### config.mk
export PLATFORM = sky130hd
export DESIGN_NAME = text_cell_pixel_generator_top
export DESIGN_NICKNAME = d
export VERILOG_FILES = /design/src/hdl/tcpg_pkg.sv /design/src/hdl/text_cell_pixel_generator_top.sv
export SDC_FILE = /design/constraint.sdc
export NUM_CORES = 1
export LEC_CHECK = 0
export BUFFER_PORTS_ARGS = -buffer_cell sky130_fd_sc_hd__buf_2
export CORE_UTILIZATION = 40
export CTS_CLUSTER_DIAMETER = 120
export CTS_CLUSTER_SIZE = 24
export DETAILED_ROUTE_END_ITERATION = 8
export PLACE_DENSITY = 0.55
export SLEW_MARGIN = 5
export SYNTH_ARGS = -nofsm -noshare
export SYNTH_HDL_FRONTEND = slang
export SYNTH_SLANG_ARGS = --single-unit
### constraint.sdc
create_clock -name clk_i -period 17.69 [get_ports clk_i]
set_input_delay 0.8845 -clock clk_i [delete_from_list [all_inputs] [get_ports clk_i]]
set_output_delay 0.8845 -clock clk_i [all_outputs]
set_load 0.05 [all_outputs]
### src/hdl/tcpg_pkg.sv
`timescale 1ns / 1ps

package tcpg_pkg;

  typedef enum logic [1:0] {
    REG_FONT_WIDTH     = 2'd0,
    REG_FONT_HEIGHT    = 2'd1,
    REG_SURFACE_WIDTH  = 2'd2,
    REG_SURFACE_HEIGHT = 2'd3
  } reg_idx_e;

  localparam int unsigned IN_TDATA_W  = 136;
  localparam int unsigned OUT_TDATA_W = 64;
  localparam int unsigned CFG_DATA_W  = 13;

  localparam logic [31:0] ALPHA_OPAQUE = 32'hFF00_0000;
  localparam logic [7:0]  ATTR_UNDERLINE = 8'h02;
  localparam logic [7:0]  ATTR_REVERSE   = 8'h04;
  localparam logic [20:0] CODE_NUL   = 21'd0;
  localparam logic [20:0] CODE_SPACE = 21'd32;
  localparam logic [20:0] CODE_PRINT_LO = 21'd33;
  localparam logic [20:0] CODE_PRINT_HI = 21'd126;

  localparam logic [31:0] ANSI16 [16] = '{
    32'hFF000000, 32'hFFCD0000, 32'hFF00CD00, 32'hFFCDCD00,
    32'hFF0000EE, 32'hFFCD00CD, 32'hFF00CDCD, 32'hFFE5E5E5,
    32'hFF7F7F7F, 32'hFFFF0000, 32'hFF00FF00, 32'hFFFFFF00,
    32'hFF5C5CFF, 32'hFFFF00FF, 32'hFF00FFFF, 32'hFFFFFFFF
  };

  // last field in the lowest bits
  typedef struct packed {
    logic [4:0]  offset_y;
    logic [5:0]  offset_x;
    logic [11:0] cell_line;
    logic [11:0] cell_column;
    logic        double_wide;
    logic [7:0]  attr_bits;
    logic [31:0] back_color;
    logic [31:0] fore_color;
    logic [20:0] glyph_code;
  } cell_item_t;

  typedef struct packed {
    logic        write_enable;
    logic [31:0] pixel_argb;
    logic [11:0] screen_y;
    logic [11:0] screen_x;
  } pixel_item_t;

  localparam int unsigned IN_ITEM_W  = $bits(cell_item_t);
  localparam int unsigned OUT_ITEM_W = $bits(pixel_item_t);

  function automatic logic [31:0] resolve_colour(input logic [31:0] v);
    logic [7:0]  ix;
    logic [7:0]  k;
    logic [13:0] t36;
    logic [15:0] t6;
    logic [2:0]  r3;
    logic [5:0]  q6;
    logic [5:0]  g6;
    logic [7:0]  b8;
    logic [7:0]  rc;
    logic [7:0]  gc;
    logic [7:0]  bc;
    logic [7:0]  gr;
    ix  = v[7:0];
    k   = ix - 8'd16;
    t36 = {6'b0, k} * 14'd57;
    t6  = {8'b0, k} * 16'd171;
    r3  = t36[13:11];
    q6  = t6[15:10];
    g6  = q6 - ({3'b0, r3} * 6'd6);
    b8  = k - ({2'b0, q6} * 8'd6);
    rc  = {5'b0, r3} * 8'd51;
    gc  = g6[2:0] * 8'd51;
    bc  = b8[2:0] * 8'd51;
    gr  = 8'd8 + ((ix - 8'd232) * 8'd10);
    if ((v & ALPHA_OPAQUE) == ALPHA_OPAQUE) begin
      return v;
    end else if (ix < 8'd16) begin
      return ANSI16[ix[3:0]];
    end else if (ix < 8'd232) begin
      return {8'hFF, rc, gc, bc};
    end else begin
      return {8'hFF, gr, gr, gr};
    end
  endfunction

endpackage

### src/hdl/text_cell_pixel_generator_top.sv
`timescale 1ns / 1ps

// Channel        Direction  Transfer when               Payload
// s_axis (cell)  in         s_axis_tvalid & tready      one pixel of one cell
// m_axis (pixel) out        m_axis_tvalid & tready      coordinates, colour, enable
// cfg            in         cfg_we_i                    register index and value
//
// One pixel per clock while the output is not stalled.
// Input register, then colour lookup, glyph test and one small multiply per axis,
// then the result register.
// Reset restores the default font and surface sizes and empties both registers.
// A stalled output holds its result; the input register still fills behind it.

module text_cell_pixel_generator_top #(
  parameter int unsigned MAX_FONT_DIM    = 32,
  parameter int unsigned MAX_SURFACE_DIM = 4096
) (
  input  logic                               clk_i,
  input  logic                               rst_ni,
  input  logic                               s_axis_tvalid,
  output logic                               s_axis_tready,
  // glyph_code, fore_color, back_color, attr_bits, double_wide,
  // cell_column, cell_line, offset_x, offset_y, zero pad
  input  logic [tcpg_pkg::IN_TDATA_W-1:0]    s_axis_tdata,
  output logic                               m_axis_tvalid,
  input  logic                               m_axis_tready,
  // screen_x, screen_y, pixel_argb, write_enable, zero pad
  output logic [tcpg_pkg::OUT_TDATA_W-1:0]   m_axis_tdata,
  input  logic                               cfg_we_i,
  input  tcpg_pkg::reg_idx_e                 cfg_index_i,
  input  logic [tcpg_pkg::CFG_DATA_W-1:0]    cfg_data_i
);

  localparam int unsigned FW = $clog2(MAX_FONT_DIM + 1);
  localparam int unsigned SW = $clog2(MAX_SURFACE_DIM + 1);
  localparam int unsigned DIM_W = ((FW > 6) ? FW : 6) + 2;
  localparam int unsigned PX_W = 12 + FW + 1;
  localparam int unsigned XC_W = (PX_W > SW) ? PX_W : SW;
  localparam int unsigned FONT_W_RST = (8 > MAX_FONT_DIM) ? MAX_FONT_DIM : 8;
  localparam int unsigned FONT_H_RST = (16 > MAX_FONT_DIM) ? MAX_FONT_DIM : 16;
  localparam int unsigned SURF_W_RST = (640 > MAX_SURFACE_DIM) ? MAX_SURFACE_DIM : 640;
  localparam int unsigned SURF_H_RST = (480 > MAX_SURFACE_DIM) ? MAX_SURFACE_DIM : 480;

  logic [FW-1:0] font_w_q, font_w_d;
  logic [FW-1:0] font_h_q, font_h_d;
  logic [SW-1:0] surf_w_q, surf_w_d;
  logic [SW-1:0] surf_h_q, surf_h_d;

  logic [5:0]  cfg_font;
  logic [12:0] cfg_surf;
  logic [FW-1:0] cfg_font_sat;
  logic [SW-1:0] cfg_surf_sat;

  assign cfg_font = cfg_data_i[5:0];
  assign cfg_surf = cfg_data_i[12:0];
  assign cfg_font_sat = (32'(cfg_font) > MAX_FONT_DIM) ? FW'(MAX_FONT_DIM) : FW'(cfg_font);
  assign cfg_surf_sat = (32'(cfg_surf) > MAX_SURFACE_DIM) ? SW'(MAX_SURFACE_DIM)
                                                          : SW'(cfg_surf);

  always_comb begin
    font_w_d = font_w_q;
    font_h_d = font_h_q;
    surf_w_d = surf_w_q;
    surf_h_d = surf_h_q;
    if (cfg_we_i) begin
      unique case (cfg_index_i)
        tcpg_pkg::REG_FONT_WIDTH: begin
          if (cfg_font != 6'd0) font_w_d = cfg_font_sat;
        end
        tcpg_pkg::REG_FONT_HEIGHT: begin
          if (cfg_font != 6'd0) font_h_d = cfg_font_sat;
        end
        tcpg_pkg::REG_SURFACE_WIDTH:  surf_w_d = cfg_surf_sat;
        tcpg_pkg::REG_SURFACE_HEIGHT: surf_h_d = cfg_surf_sat;
        default: ;
      endcase
    end
  end

  always_ff @(posedge clk_i or negedge rst_ni) begin
    if (!rst_ni) begin
      font_w_q <= FW'(FONT_W_RST);
      font_h_q <= FW'(FONT_H_RST);
      surf_w_q <= SW'(SURF_W_RST);
      surf_h_q <= SW'(SURF_H_RST);
    end else begin
      font_w_q <= font_w_d;
      font_h_q <= font_h_d;
      surf_w_q <= surf_w_d;
      surf_h_q <= surf_h_d;
    end
  end

  logic                  in_valid_q;
  tcpg_pkg::cell_item_t  in_q;
  logic                  out_valid_q;
  tcpg_pkg::pixel_item_t out_q, out_d;
  logic                  out_advance;

  assign out_advance   = !out_valid_q || m_axis_tready;
  assign s_axis_tready = !in_valid_q || out_advance;

  always_ff @(posedge clk_i or negedge rst_ni) begin
    if (!rst_ni) begin
      in_valid_q  <= 1'b0;
      out_valid_q <= 1'b0;
    end else begin
      if (s_axis_tready) in_valid_q <= s_axis_tvalid;
      if (out_advance) out_valid_q <= in_valid_q;
    end
  end

  always_ff @(posedge clk_i) begin
    if (s_axis_tready && s_axis_tvalid) begin
      in_q <= tcpg_pkg::cell_item_t'(s_axis_tdata[tcpg_pkg::IN_ITEM_W-1:0]);
    end
    if (out_advance && in_valid_q) out_q <= out_d;
  end

  logic [DIM_W-1:0] ox_e, oy_e, fw_e, fh_e, cw_e;
  logic [PX_W-1:0]  px, py;
  logic             in_bounds;
  logic [31:0]      fg_raw, bg_raw, fg, bg, colour;
  logic             printable, blank, glyph_hit, glyph_px, underline_px;

  assign ox_e = DIM_W'(in_q.offset_x);
  assign oy_e = DIM_W'(in_q.offset_y);
  assign fw_e = DIM_W'(font_w_q);
  assign fh_e = DIM_W'(font_h_q);
  assign cw_e = in_q.double_wide ? (fw_e << 1) : fw_e;

  assign px = (PX_W'(in_q.cell_column) * PX_W'(font_w_q)) + PX_W'(in_q.offset_x);
  assign py = (PX_W'(in_q.cell_line) * PX_W'(font_h_q)) + PX_W'(in_q.offset_y);

  assign in_bounds = (ox_e < cw_e) && (oy_e < fh_e) &&
                     (XC_W'(px) < XC_W'(surf_w_q)) && (XC_W'(py) < XC_W'(surf_h_q));

  assign fg_raw = tcpg_pkg::resolve_colour(in_q.fore_color);
  assign bg_raw = tcpg_pkg::resolve_colour(in_q.back_color);
  assign fg = ((in_q.attr_bits & tcpg_pkg::ATTR_REVERSE) != 8'd0) ? bg_raw : fg_raw;
  assign bg = ((in_q.attr_bits & tcpg_pkg::ATTR_REVERSE) != 8'd0) ? fg_raw : bg_raw;

  assign blank = (in_q.glyph_code == tcpg_pkg::CODE_NUL) ||
                 (in_q.glyph_code == tcpg_pkg::CODE_SPACE);
  assign printable = (in_q.glyph_code >= tcpg_pkg::CODE_PRINT_LO) &&
                     (in_q.glyph_code <= tcpg_pkg::CODE_PRINT_HI);

  always_comb begin
    if (blank) begin
      glyph_hit = 1'b0;
    end else if (printable) begin
      glyph_hit = !((ox_e == '0) || (ox_e + DIM_W'(1) == fw_e) ||
                    (oy_e == '0) || (oy_e + DIM_W'(1) == fh_e)) &&
                  !(in_q.offset_x[0] ^ in_q.offset_y[0]);
    end else begin
      glyph_hit = (ox_e == DIM_W'(1)) || (ox_e + DIM_W'(2) == fw_e) ||
                  (oy_e == DIM_W'(1)) || (oy_e + DIM_W'(2) == fh_e);
    end
  end

  assign glyph_px = (ox_e < fw_e) && glyph_hit;
  assign underline_px = ((in_q.attr_bits & tcpg_pkg::ATTR_UNDERLINE) != 8'd0) &&
                        (fh_e >= DIM_W'(2)) && (oy_e + DIM_W'(2) == fh_e);
  assign colour = (glyph_px || underline_px) ? fg : bg;

  always_comb begin
    out_d = '0;
    if (in_bounds) begin
      out_d.screen_x     = px[11:0];
      out_d.screen_y     = py[11:0];
      out_d.pixel_argb   = colour;
      out_d.write_enable = 1'b1;
    end
  end

  assign m_axis_tvalid = out_valid_q;
  assign m_axis_tdata  = {{(tcpg_pkg::OUT_TDATA_W - tcpg_pkg::OUT_ITEM_W){1'b0}}, out_q};

`ifndef NO_ASSERTIONS
  a_font_range: assert property (@(posedge clk_i) disable iff (!rst_ni)
    (font_w_q != '0) && (font_h_q != '0) &&
    (32'(font_w_q) <= MAX_FONT_DIM) && (32'(font_h_q) <= MAX_FONT_DIM))
    else $error("font size register out of range");

  a_clip_zero: assert property (@(posedge clk_i) disable iff (!rst_ni)
    (out_valid_q && !out_q.write_enable) |->
      (out_q.screen_x == '0) && (out_q.screen_y == '0) && (out_q.pixel_argb == '0))
    else $error("clipped pixel carries non-zero fields");

  a_on_surface: assert property (@(posedge clk_i) disable iff (!rst_ni)
    (out_valid_q && out_q.write_enable) |->
      (XC_W'(out_q.screen_x) < XC_W'(surf_w_q)) && (XC_W'(out_q.screen_y) < XC_W'(surf_h_q)))
    else $error("written pixel lies off the surface");

  a_advance: assert property (@(posedge clk_i) disable iff (!rst_ni)
    (in_valid_q && out_advance) |=> out_valid_q)
    else $error("held item did not reach the result register");
`endif

endmodule

==> summary.txt <==
Status -> finished, violations left
Failing checks -> DRC
RSZ-0062 raised after global routing -> false
H-Tree Depth -> 1
WP data required -> 18.06 ns
EDFF count, synth -> 180
Final Max Tran Viols -> 0
Share of cells above drive strength 1 -> 13.04%
Row count -> 84
# DRC -> 32
Pwr Density -> 190.0 nW/um^2
Crit. path cell count -> 30
Delay-heaviest family, CP -> adder cells
LEAKAGE -> 10.83 nW
Hold Path Class -> input pin to async pin
N_diodes -> 0
Post-cts repair resize count -> 0
Initial Utilization -> 40.60%
Num ports -> 222
Crit path capture type -> register
Area delta synth->final -> 10.19%
Syn Inst Count -> 2156
Total of max-cap violations -> 0
Worst slew margin -> 28.52%
Worst Path Arrival -> 8.61 ns
Seq/Total Area, Yosys -> 29.95%
CTS Buffer Depth -> 3
CP Launch Type -> register
Endpoints failing setup -> 0
CTS clock-pin slew for the worst setup and hold paths -> 0.10 ns
Die ar. -> 54490 um^2
Met1 global-route usage -> 27.34%
Total vias in the final route -> 16170
Peak VDD IR -> 0.0001582 V
Clk root buf -> clkbuf_16
CTS tree -> yes
Fill count -> 5131
Number of global-route vias before repair -> 16350
Final period util -> 46.62%
Chip Height -> 233.4 um
Post-route ant nets -> 0
Fmax -> 121.2 MHz
Mapped Area -> 21420 um^2
Max Fanout on Critical Path -> 9
Fin Setup TNS -> 0 ns
Worst reg2reg path depth -> 30
GR peak layer -> met2
Hold-fix buffers, CTS -> 0
Die X -> 233.4 um
Core area -> 52760 um^2
TritonCTS Buffers -> 16
FF+latch count, synth -> 220
# clock sinks -> 220
Placer Congestion -> 0.9056
Largest net degree at the start of global routing -> 64
Worst Tran Pin Value -> 1.068 ns
Syn. warnings -> 0
Nets -> 2906
Fraction of registers with async set/reset -> 18.18%
GR Util met3 -> 2.551%
Average wire per standard cell -> 19.13 um
Final global-route overflow total -> 0
Fin crit period -> 8.248 ns
Routed WL -> 57450 um
Max incr delay on CP -> 0.78 ns
Synth Flop Type -> edfxtp_1
Most frequent cells in the layout -> 317 x ha_1, 308 x inv_1, 201 x buf_2
Initial antenna violation count -> 0
Buf+Inv Stages, Crit Path -> 4
GRT Overall Usage -> 21.11%
Detailed Place HPWL -> 45250 um
Port Buffers -> 201
First-pass iteration count of the detailed router -> 7
GR Layer Usage met2 -> 36.83%
Commonest non-fill, non-tap cell in the layout -> ha_1
Postcts setup bufs -> 0
Vias per inst -> 5.383
Total power -> 4.486 mW
Initial DRC count -> 856
Hold Fails Final Rpt -> 0
Critical Path Slowest Stage Cell -> xnor2_1
Library cells used by synthesis -> 80
First-pass GRT wire length -> 89510 um
Syn_area_per_cell -> 9.936 um^2
Flop2flop setup slack -> 9.44 ns
Kind of critical path -> register to register
Worst-Skew Late Latency -> 0.56 ns
Layout Skew -> 0.04298 ns
-- stage by stage --
| step | hold slack [ns] | utilization, % | std cells | area, um^2 | setup slack, ns |
|---|---|---|---|---|---|
| after global routing | 0.4647 | 44.74 | 3004 | 23610 | 8.771 |
| after detailed placement | 0.4672 | 43.68 | 2976 | 23050 | 9.364 |
| after CTS | 0.4569 | 44.74 | 3004 | 23610 | 9.392 |
| final | 0.4881 | 44.74 | 3004 | 23610 | 9.442 |
| after floorplan | 0.4490 | - | 2162 | 21450 | 10.77 |
| after global placement | 0.4630 | 43.68 | 2976 | 23050 | 9.592 |
-- area by class of cell --
type | count | area, um^2 | area share, %
clock inverter | 9 | 125.1 | 0.5300
tap | 688 | 860.8 | 3.647
clock buffer | 19 | 432.9 | 1.834
timing repair buffer | 214 | 1104 | 4.675
inverter | 308 | 1156 | 4.897
sequential | 220 | 6416 | 27.18
multi-input combinational | 1546 | 13510 | 57.24
-- flip-flops by register name, summed over array words and instances, names as in the netlist --
signal and flops:
font_w_q 6, surf_w_q 13, surf_h_q 13, m_axis_tvalid 1, in_valid_q 1, font_h_q 6, m_axis_tdata 57, in_q 123
-- worst paths after layout --
check | start | endpoint
worst max register to register | in_q[58] | m_axis_tdata[37]
min in group clk_i | in_valid_q | m_axis_tvalid
worst min-delay path | rst_ni | font_w_q[0]
max in group asynchronous | rst_ni | surf_h_q[0]
worst max-delay path | in_q[58] | m_axis_tdata[37]
worst min register to register | in_valid_q | m_axis_tvalid
-- kinds of logic after synthesis --
family                   share of synthesized area (%)
AO/OA/AOI/OAI                                    12.03
XOR/XNOR                                         4.579
adder cells (fa/ha/maj)                          30.38
buffers and inverters                            7.172
flip-flops                                       29.95
multiplexers                                     1.799
other                                          0.01750
AND/OR/NAND/NOR                                  14.07
-- per-layer routing --
layer,share of wire [%],routed length [um],up-vias
met1,44,25360,7935
met3,4.3,2485,69
met2,49,28140,363
met5,0,0,-
met4,2.6,1471,0
li1,-,-,7805
-- cells in the mapped netlist (19+ instances only) --
cell type,number,area share (%)
o21ai_0,98,2.3
fa_1,127,12
o211ai_1,25,0.88
xnor2_1,65,2.7
edfxtp_1,180,25
nand2_1,178,3.1
mux2_2,20,1.1
a21o_1,20,0.70
nor2b_1,21,0.61
nand3_1,19,0.44
nor3_1,23,0.54
nor2_1,78,1.4
nand2b_1,26,0.76
inv_1,308,5.4
ha_1,317,19
nand4_1,24,0.70
a21oi_1,73,1.7
clkbuf_1,68,1.2
and2_1,94,2.7
dfrtp_1,32,3.7
nor4_1,44,1.3
xor2_1,47,1.9
-- report_power, final --
group | total, mW | internal, mW | switching [mW]
sequential | 0.662 | 0.608 | 0.0537
clock | 0.408 | 0.189 | 0.219
combinational | 3.42 | 1.43 | 1.98
No activity file was read; power rests on OpenSTA's default activity.
